## config.mk

```make
export PLATFORM = sky130hd
export DESIGN_NAME = textbook_rsa_char_modexp
export DESIGN_NICKNAME = d
export VERILOG_FILES = /design/src/hw/rtl/rsacm_pkg.sv /design/src/hw/rtl/textbook_rsa_char_modexp.sv
export SDC_FILE = /design/constraint.sdc
export NUM_CORES = 1
export LEC_CHECK = 0
export BUFFER_PORTS_ARGS = -buffer_cell sky130_fd_sc_hd__buf_4
export CAP_MARGIN = 20
export CORE_UTILIZATION = 45
export CTS_BUF_LIST = sky130_fd_sc_hd__clkbuf_8
export DETAILED_ROUTE_END_ITERATION = 6
export MAX_ROUTING_LAYER = met4
export SLEW_MARGIN = 15
export SYNTH_ARGS = -nofsm -noshare
export SYNTH_HDL_FRONTEND = slang
export SYNTH_SLANG_ARGS = --single-unit
```

## constraint.sdc

```tcl
create_clock -name clk -period 6.3 [get_ports clk]
set_clock_uncertainty 0.15 [all_clocks]
set_input_delay 0.63 -clock clk [delete_from_list [all_inputs] [get_ports clk]]
set_output_delay 0.63 -clock clk [all_outputs]
set_load 0.03 [all_outputs]
```

## src/hw/rtl/rsacm_pkg.sv

```systemverilog
// package for the per-character rsa modular exponentiation block
// request and result struct types, register indexes, opcodes and status codes
// no dependencies
package rsacm_pkg;

  localparam int unsigned DATA_W = 32;
  localparam int unsigned CODE_W = 33;
  localparam int unsigned CFG_IDX_W = 2;

  localparam logic [DATA_W-1:0] CODE_OFFSET = 32'd96;

  localparam logic OP_ENC = 1'b0;
  localparam logic OP_DEC = 1'b1;

  localparam logic STATUS_OK = 1'b0;
  localparam logic STATUS_LOW_CODE = 1'b1;

  localparam logic [CFG_IDX_W-1:0] REG_MODULUS = 2'd0;
  localparam logic [CFG_IDX_W-1:0] REG_ENC_EXP = 2'd1;
  localparam logic [CFG_IDX_W-1:0] REG_DEC_EXP = 2'd2;

  typedef struct packed {
    logic              opcode;
    logic [DATA_W-1:0] value;
  } in_t;

  typedef struct packed {
    logic [DATA_W-1:0] residue;
    logic [CODE_W-1:0] shifted_code;
    logic              status;
  } out_t;

endpackage

```

## src/hw/rtl/textbook_rsa_char_modexp.sv

```systemverilog
// top level of the per-character rsa modular exponentiation block
// square-and-multiply over one shared bit-serial modular multiplier
// depends on rsacm_pkg
//
// usage:
//   configuration: cfg_valid/cfg_ready write channel, cfg_index selects modulus (0),
//   encrypt exponent (1) or decrypt exponent (2); cfg_ready is always high.
//   request: in_data is taken at a clock edge with start high and busy low.
//   opcode encrypt subtracts 96 from the code before exponentiation, decrypt uses
//   the value as is; both bases are first reduced modulo the modulus.
//   result: out_data is valid for one cycle while out_strobe is high; the receiver
//   cannot stall, so every result must be taken in its cycle.
//   timing: the shared unit does one interleaved add-and-reduce step per cycle.
//   the base reduction costs one multiply, every exponent bit one squaring, and
//   every set exponent bit one more multiply. an encrypt code below 96 or a zero
//   modulus answers in the cycle after the request. busy is high for the whole job.
//   reset: modulus returns to 1, both exponents to 0, the sequencer to idle.
module textbook_rsa_char_modexp #(
  parameter int unsigned MOD_BITS = 32
) (
  input  logic                             clk,
  input  logic                             rst_n,
  input  logic                             start,
  output logic                             busy,
  input  rsacm_pkg::in_t                   in_data,
  output logic                             out_strobe,
  output rsacm_pkg::out_t                  out_data,
  input  logic                             cfg_valid,
  output logic                             cfg_ready,
  input  logic [rsacm_pkg::CFG_IDX_W-1:0]  cfg_index,
  input  logic [rsacm_pkg::DATA_W-1:0]     cfg_wdata
);

  localparam int unsigned W = MOD_BITS;
  localparam int unsigned DW = rsacm_pkg::DATA_W;
  localparam int unsigned CNT_W = $clog2(DW);

  localparam logic [1:0] ST_IDLE = 2'd0;
  localparam logic [1:0] ST_BASE = 2'd1;
  localparam logic [1:0] ST_SQR  = 2'd2;
  localparam logic [1:0] ST_MUL  = 2'd3;

  logic [W-1:0]       modulus_r;
  logic [DW-1:0]      enc_exp_r;
  logic [DW-1:0]      dec_exp_r;

  logic [1:0]         state_r, state_nxt;
  logic [CNT_W-1:0]   cnt_r, cnt_nxt;
  logic [CNT_W-1:0]   ebit_r, ebit_nxt;
  logic [DW-1:0]      exp_r, exp_nxt;
  logic [W-1:0]       base_r, base_nxt;
  logic [W-1:0]       pow_r, pow_nxt;
  logic [W-1:0]       mm_acc_r, mm_acc_nxt;
  logic [W-1:0]       mm_x_r, mm_x_nxt;
  logic [DW-1:0]      mm_y_r, mm_y_nxt;
  logic               out_strobe_r, out_strobe_nxt;
  rsacm_pkg::out_t    out_data_r, out_data_nxt;

  logic [W-1:0]       one_m;
  logic [W+1:0]       mm_t;
  logic [W+2:0]       mm_d1, mm_d2;
  logic [W-1:0]       mm_r;
  logic [DW-1:0]      base_raw;
  logic [DW-1:0]      res_wide;
  logic               last_step;

  assign cfg_ready = 1'b1;
  assign busy = (state_r != ST_IDLE);
  assign out_strobe = out_strobe_r;
  assign out_data = out_data_r;

  // 1 mod m, which is 0 for a modulus of one
  assign one_m = (modulus_r == W'(1)) ? '0 : W'(1);

  // shared unit: acc = 2*acc + (y msb ? x : 0), then reduce below m
  assign mm_t = {1'b0, mm_acc_r, 1'b0} + (mm_y_r[DW-1] ? {2'b00, mm_x_r} : '0);
  assign mm_d1 = {1'b0, mm_t} - {3'b000, modulus_r};
  assign mm_d2 = {1'b0, mm_t} - {2'b00, modulus_r, 1'b0};
  always_comb begin
    if (!mm_d2[W+2]) begin
      mm_r = mm_d2[W-1:0];
    end else if (!mm_d1[W+2]) begin
      mm_r = mm_d1[W-1:0];
    end else begin
      mm_r = mm_t[W-1:0];
    end
  end

  assign last_step = (cnt_r == '0);
  assign base_raw = (in_data.opcode == rsacm_pkg::OP_ENC) ?
                    (in_data.value - rsacm_pkg::CODE_OFFSET) : in_data.value;
  assign res_wide = DW'(mm_r);

  always_comb begin
    state_nxt = state_r;
    cnt_nxt = cnt_r;
    ebit_nxt = ebit_r;
    exp_nxt = exp_r;
    base_nxt = base_r;
    pow_nxt = pow_r;
    mm_acc_nxt = mm_acc_r;
    mm_x_nxt = mm_x_r;
    mm_y_nxt = mm_y_r;
    out_strobe_nxt = 1'b0;
    out_data_nxt = out_data_r;

    case (state_r)
      ST_IDLE: begin
        if (start) begin
          if (in_data.opcode == rsacm_pkg::OP_ENC &&
              in_data.value < rsacm_pkg::CODE_OFFSET) begin
            out_strobe_nxt = 1'b1;
            out_data_nxt.residue = '0;
            out_data_nxt.shifted_code = '0;
            out_data_nxt.status = rsacm_pkg::STATUS_LOW_CODE;
          end else if (modulus_r == '0) begin
            out_strobe_nxt = 1'b1;
            out_data_nxt.residue = '0;
            out_data_nxt.shifted_code = {1'b0, rsacm_pkg::CODE_OFFSET};
            out_data_nxt.status = rsacm_pkg::STATUS_OK;
          end else begin
            exp_nxt = (in_data.opcode == rsacm_pkg::OP_ENC) ? enc_exp_r : dec_exp_r;
            mm_acc_nxt = '0;
            mm_x_nxt = one_m;
            mm_y_nxt = base_raw;
            cnt_nxt = '1;
            state_nxt = ST_BASE;
          end
        end
      end
      ST_BASE, ST_SQR, ST_MUL: begin
        mm_acc_nxt = mm_r;
        mm_y_nxt = {mm_y_r[DW-2:0], 1'b0};
        cnt_nxt = cnt_r - CNT_W'(1);
        if (last_step) begin
          mm_acc_nxt = '0;
          cnt_nxt = '1;
          if (state_r == ST_BASE) begin
            base_nxt = mm_r;
            pow_nxt = one_m;
            ebit_nxt = '1;
            mm_x_nxt = one_m;
            mm_y_nxt = DW'(one_m);
            state_nxt = ST_SQR;
          end else begin
            pow_nxt = mm_r;
            if (state_r == ST_SQR && exp_r[ebit_r]) begin
              mm_x_nxt = base_r;
              mm_y_nxt = res_wide;
              state_nxt = ST_MUL;
            end else if (ebit_r == '0) begin
              out_strobe_nxt = 1'b1;
              out_data_nxt.residue = res_wide;
              out_data_nxt.shifted_code = {1'b0, res_wide} + {1'b0, rsacm_pkg::CODE_OFFSET};
              out_data_nxt.status = rsacm_pkg::STATUS_OK;
              state_nxt = ST_IDLE;
            end else begin
              ebit_nxt = ebit_r - CNT_W'(1);
              mm_x_nxt = mm_r;
              mm_y_nxt = res_wide;
              state_nxt = ST_SQR;
            end
          end
        end
      end
      default: begin
        state_nxt = ST_IDLE;
      end
    endcase
  end

  always_ff @(posedge clk) begin
    if (!rst_n) begin
      state_r <= ST_IDLE;
      out_strobe_r <= 1'b0;
      modulus_r <= W'(1);
      enc_exp_r <= '0;
      dec_exp_r <= '0;
    end else begin
      state_r <= state_nxt;
      out_strobe_r <= out_strobe_nxt;
      if (cfg_valid && cfg_ready) begin
        case (cfg_index)
          rsacm_pkg::REG_MODULUS: modulus_r <= cfg_wdata[W-1:0];
          rsacm_pkg::REG_ENC_EXP: enc_exp_r <= cfg_wdata;
          rsacm_pkg::REG_DEC_EXP: dec_exp_r <= cfg_wdata;
          default: begin
          end
        endcase
      end
    end
  end

  always_ff @(posedge clk) begin
    cnt_r <= cnt_nxt;
    ebit_r <= ebit_nxt;
    exp_r <= exp_nxt;
    base_r <= base_nxt;
    pow_r <= pow_nxt;
    mm_acc_r <= mm_acc_nxt;
    mm_x_r <= mm_x_nxt;
    mm_y_r <= mm_y_nxt;
    out_data_r <= out_data_nxt;
  end

endmodule

```

==> results of run 1 <==
[worst register-to-register path, delay by kind of cell, from the launching register on]
| kind | cells | cell delay (ns) |
|---|---|---|
| compound gates | 10 | 2.01 |
| simple gates | 6 | 1.89 |
| buf+inv | 6 | 0.97 |
| fa+ha+maj | 2 | 0.55 |
| flops | 1 | 0.37 |
| mux | 1 | 0.21 |
| xor+xnor | 1 | 0.14 |
[per-layer routing]
metal	part of all wire [%]	GRT usage (%)
met2	49	44.3
met1	45	34.7
met5	0	-
met4	2.2	7.60
met3	3.8	2.70
[state kept, by name, indices dropped and copies added, names as in the netlist]
name        cells
enc_exp_r      32
base_r         32
mm_x_r         32
mm_y_r         32
mm_acc_r       32
cnt_r           5
ebit_r          5
modulus_r      32
out_strobe      1
exp_r          32
out_data       61
state_r         2
dec_exp_r      32
[timing repair]
action / 4_1_cts / 5_1_grt
hold endpoints to repair: 0 / 0
resized for setup: 25 / 89
buffers inserted: 8 / 8
cloned: 0 / 1
endpoints found under the setup margin: 16 / 32
pin swaps: 8 / 9
[final cells by class]
class,instances,area (um^2)
repair buffers,492,3840
fillers,3842,17900
clock inverters,33,190
multi-input cells,1567,11300
clock buffers,68,936
inverters,105,394
well taps,592,741
flip-flops and latches,330,8920
[through the flow]
stage | std cells | cell area, um^2 | util, % | setup TNS [ns] | setup WS [ns]
after floorplan | 2103 | 20500 | - | 0 | 0.00334
after global routing | 3187 | 26300 | 59.5 | -3.28 | -0.419
final | 3187 | 26300 | 59.5 | -0.121 | -0.121
after CTS | 3176 | 25700 | 58.2 | -0.537 | -0.169
after global placement | 3067 | 24400 | 55.2 | -2.21 | -0.303
after detailed placement | 3067 | 24400 | 55.2 | -3.35 | -0.427
[cells by family after synthesis]
kind of cell | after synthesis
other | 1
AOI/OAI and AO/OA | 507
muxes | 90
DFF | 330
xor gates and xnor gates | 116
adders and majority gates | 102
buffers and inverters | 206
and+or+nand+nor | 751
[layout by cell type (no fill, tap or decap), types with 11 or more instances in the layout]
cell type / instances
nand2_1: 323
edfxtp_1: 231
inv_1: 124
nand2b_1: 20
a222oi_1: 12
or3_1: 11
nand3_1: 42
nor4_1: 14
a21o_1: 30
xnor2_1: 59
o21ai_1: 23
o21bai_1: 15
and2_1: 54
and3_1: 11
nor2_1: 131
a22oi_1: 13
a21oi_2: 14
mux2_2: 41
o21ai_0: 53
a21boi_0: 98
buf_4: 479
clkbuf_8: 68
nor2b_1: 25
nor3_1: 25
ha_1: 79
o211a_1: 17
nand4_1: 18
a31oi_1: 13
o211ai_1: 14
ha_4: 17
xor2_1: 51
mux2i_1: 36
a21oi_1: 88
dfxtp_1: 99
o21a_1: 13
[worst max path at each step]
stage,from,end,slack [ns],cells past startpoint
after floorplan,mm_y_r[31],out_data[32],0.003,29
after global placement,mm_y_r[31],out_data[33],-0.30,26
after detailed placement,mm_y_r[31],out_data[33],-0.43,26
after CTS,mm_y_r[31],out_data[33],-0.17,29
after global routing,mm_y_r[31],out_data[33],-0.42,25
final,mm_y_r[31],out_data[33],-0.12,26
==> flow_summary.ini, run 1 <==
[routing]
drtPass1Iterations = 7
viasPerCell = 5.45
num_vias = 17400
routed_wl_mm = 60.3
ant_nets = 0
drc_errors = 3
routedWlPerCell_um = 18.9
drtIter0Drc = 1173

[run_status]
violations = design-rule violations, negative setup slack
status = complete, but fails checks

[setup_path]
worstPathArrival_ns = 6.75
reg2reg_slack_ns = -0.12
max_stage_delay_ns = 0.49
reg2reg_from = mm_y_r[31]
worstReg2RegEnd = out_data[33]
start_kind = register
path_max_fanout = 17
reg2reg_depth = 26
crit_slowest_cell = or4_4
crit_family = compound AO/OA/AOI/OAI gates
crit_top_cell = buf_4
cp.buffers_inverters = 6
crit_type = register to register
crit_path_end_kind = register
worstPathRequired_ns = 6.63

[clocking]
clk_latency_ns = 0.64
cts_tree = done
cts_hold_buf = 0
clockBufferDepth = 3
root_buffer = clkbuf_8
numCtsBuffers = 55
path_clk_slew_ns = 0.06
clkSinkCount = 330
cts_max_level = 2

[placed_design]
dp_hpwl_mm = 46.2
place_congestion = 0.935
port_buffers = 138

[floorplan]
coreArea_um2 = 44200
fp.dieH_um = 214
num_io_pins = 140
std_cell_rows = 77
floorplan.initialDensity_pct = 45.7
die_x_um = 214
die_area_um2 = 45800

[synthesis]
syn_avg_cell_area_um2 = 9.61
synth_fa_ha_area_share_pct = 6.42
ys_seq_area_share_pct = 44.1
synth_edf_count = 231
synthSimpleGateAreaFrac_pct = 17.5
ys_seq_elements = 330
ys_warn_count = 0
yosys.area.top_type_share_pct = 34.3
post-synth-top-area-cell = edfxtp_1
ys_top_cells_by_count = nand2_1 (327), edfxtp_1 (231), nor2_1 (135)
synth.most_common_cell = nand2_1
synthDistinctLibCells = 83
syn_nets = 2276
synthMuxAreaShare_pct = 5.36
syn_inst = 2103
synth_compound_area_share_pct = 17.5
synthArstFlopShare_pct = 0
synth_top_family_by_area = simple AND/OR/NAND/NOR gates
ys.flop_type = edfxtp_1
synthXorXnorAreaFrac_pct = 5.03
yosys-top-cells-area = edfxtp_1 (34%), dfxtp_1 (9.8%), ha_1 (6.1%), nand2_1 (6.1%), a21boi_0 (3.8%)
synth_area_um2 = 20200

[hold_path]
holdPathStages = 3
hold-path-endpoint = dec_exp_r[30]
min_path_type = input port to register
worstHoldStart = cfg_wdata[30]

[global_routing]
grt_pass1_wl_mm = 93.9
grt-ovfl-total = 0
grt_usage_pct = 26.7
antenna_found_initial = 2
grt_max_degree = 100
grt_pass1_vias = 17400

[finish]
finalNetCount = 2724
layout-drive-gt1-share_pct = 29.4
diodes = 0
area_delta_synth_final_pct = 30.2

[timing]
fin_hold_ws_ns = 0.115
finalMaxSlewViolations = 0
fmax_ghz = 0.156
period_minus_slack_ns = 6.42
slew_headroom_pct = 29.9
fin_ws_ns = -0.121
setup_viol = 1
finalHoldViolCount = 0
tightest_slew_ns = 1.05
rsz0062_at_grt = yes
period_share_pct = 102

[job]
drv_cap = 0
Power of run 1 is not shown: default switching activity piles up to over one toggle a cycle in this logic, so the estimate is an artifact.
==> inputs of run 2 (changes only) <==
--- a/config.mk
+++ b/config.mk
@@ -7,10 +7,11 @@
 export LEC_CHECK = 0
 export BUFFER_PORTS_ARGS = -buffer_cell sky130_fd_sc_hd__buf_4
 export CAP_MARGIN = 20
-export CORE_UTILIZATION = 45
+export CORE_UTILIZATION = 60
 export CTS_BUF_LIST = sky130_fd_sc_hd__clkbuf_8
 export DETAILED_ROUTE_END_ITERATION = 6
 export MAX_ROUTING_LAYER = met4
+export PLACE_DENSITY = 0.79
 export SLEW_MARGIN = 15
 export SYNTH_ARGS = -nofsm -noshare
 export SYNTH_HDL_FRONTEND = slang
==> constraint.sdc (replaced) <==
create_clock -name clk -period 6.6 [get_ports clk]
set_clock_uncertainty 0.15 [all_clocks]
set_input_delay 0.66 -clock clk [delete_from_list [all_inputs] [get_ports clk]]
set_output_delay 0.66 -clock clk [all_outputs]
set_load 0.1 [all_outputs]
==> flow_summary.ini, run 2 (synthesis results as in run 1) <==
[setup_path]
path_max_fanout = 6
cp.buffers_inverters = 5
max_stage_delay_ns = 0.58
crit_slowest_cell = or4_4
crit_path_end_kind = register
worstPathArrival_ns = 6.84
start_kind = register
crit_type = register to register
crit_family = simple AND/OR/NAND/NOR gates
worstPathRequired_ns = 6.94

[global_routing]
antenna_found_initial = 2
grt_pass1_vias = 17300
grt_usage_pct = 35.2
grt_pass1_wl_mm = 90.3
grt_max_degree = 100
grt-ovfl-total = 0

[finish]
largest_reg_flops = 61
area_delta_synth_final_pct = 26.6
final_cells = 2964
layout-drive-gt1-share_pct = 27.7
finalNetCount = 2651
fillers = 2306
final_common_cell = buf_4
layout_common_cells = buf_4 (399), nand2_1 (319), edfxtp_1 (231)

[timing]
finalMaxSlewViolations = 0
fin_hold_ws_ns = 0.137
tightest_slew_ns = 1.03
slew_headroom_pct = 30.6
period_share_pct = 98.5
period_minus_slack_ns = 6.50
setup_viol = 0
fmax_ghz = 0.154
finalHoldViolCount = 0

[clocking]
cts_tree = done
clkSinkCount = 330
clk_latency_ns = 0.65
numCtsBuffers = 53
clockBufferDepth = 3
root_buffer = clkbuf_8
path_clk_slew_ns = 0.07
cts_max_level = 2

[routing]
routed_wl_mm = 59.9
ant_nets = 0
viasPerCell = 6.00
drtIter0Drc = 1653
num_vias = 17800
met3_length_mm = 4.34
wl_met2_mm = 29.3
drt-met1-wl_mm = 24.0
drtPass1Iterations = 5
top_layer_used = met4
drc_errors = 0
routedWlPerCell_um = 20.2

[run_status]
status = completed

[floorplan]
die_area_um2 = 34400
std_cell_rows = 66
coreArea_um2 = 32900
fp.dieH_um = 186
floorplan.initialDensity_pct = 61.5
die_x_um = 186
num_io_pins = 140

[placed_design]
numPlacedInstances = 2836
port_buffers = 138
dp_hpwl_mm = 43.6
place_congestion = 0.972

[hold_path]
min_path_type = input port to register

[job]
drv_cap = 0
[run 2: cell type report]
class | count | area, um^2 | area share, %
sequential | 330 | 8920 | 34.8
inverter | 105 | 394 | 1.54
timing repair buffer | 421 | 3280 | 12.8
clock buffer | 59 | 812 | 3.17
clock inverter | 39 | 233 | 0.909
antenna | 1 | 2.50 | 0.00978
multi-input combinational | 1567 | 11400 | 44.5
tap | 442 | 553 | 2.16
[run 2: final timing paths]
check	depth (start not counted)	slack, ns	end	from
hold reg to reg	2	0.32	enc_exp_r[6]	enc_exp_r[6]
hold / removal	3	0.14	modulus_r[3]	cfg_wdata[3]
setup reg to reg	26	0.1	out_data[33]	mm_y_r[31]
setup / recovery	26	0.1	out_data[33]	mm_y_r[31]
[run 2: worst min-delay path: stages]
cell	delay, ns
buf_4	0.12
nand2_1	0.04
a21boi_0	0.06
[run 2: per-stage QoR]
stage          worst slack (ns)  instance area, um^2  TNS [ns]  utilization, %
3_3_place_gp             -0.142                23400    -0.339            71.1
5_1_grt                  -0.110                25600    -0.243            77.9
6_report                 0.0987                25600         0            77.9
4_1_cts                0.000697                24800         0            75.4
3_5_place_dp             -0.257                23400     -1.20            71.1
2_1_floorplan           0.00190                20200         0               -
[run 2: repair_timing]
| action | 4_1_cts | 5_1_grt |
|---|---|---|
| hold buffers | 0 | 0 |
| pin swaps | 24 | 55 |
| setup buffers | 9 | 20 |
| gates resized for setup | 48 | 114 |
| cloned | 1 | 0 |
| setup endpoints to repair | 12 | 18 |
[run 2: routing by layer]
layer  vias up  track usage (%)
li1       8374                -
met1      8561             42.9
met2       707             57.0
met3       153             7.14
met4         0             14.9
met5         -                -
Power of run 2 is left out for the same reason.
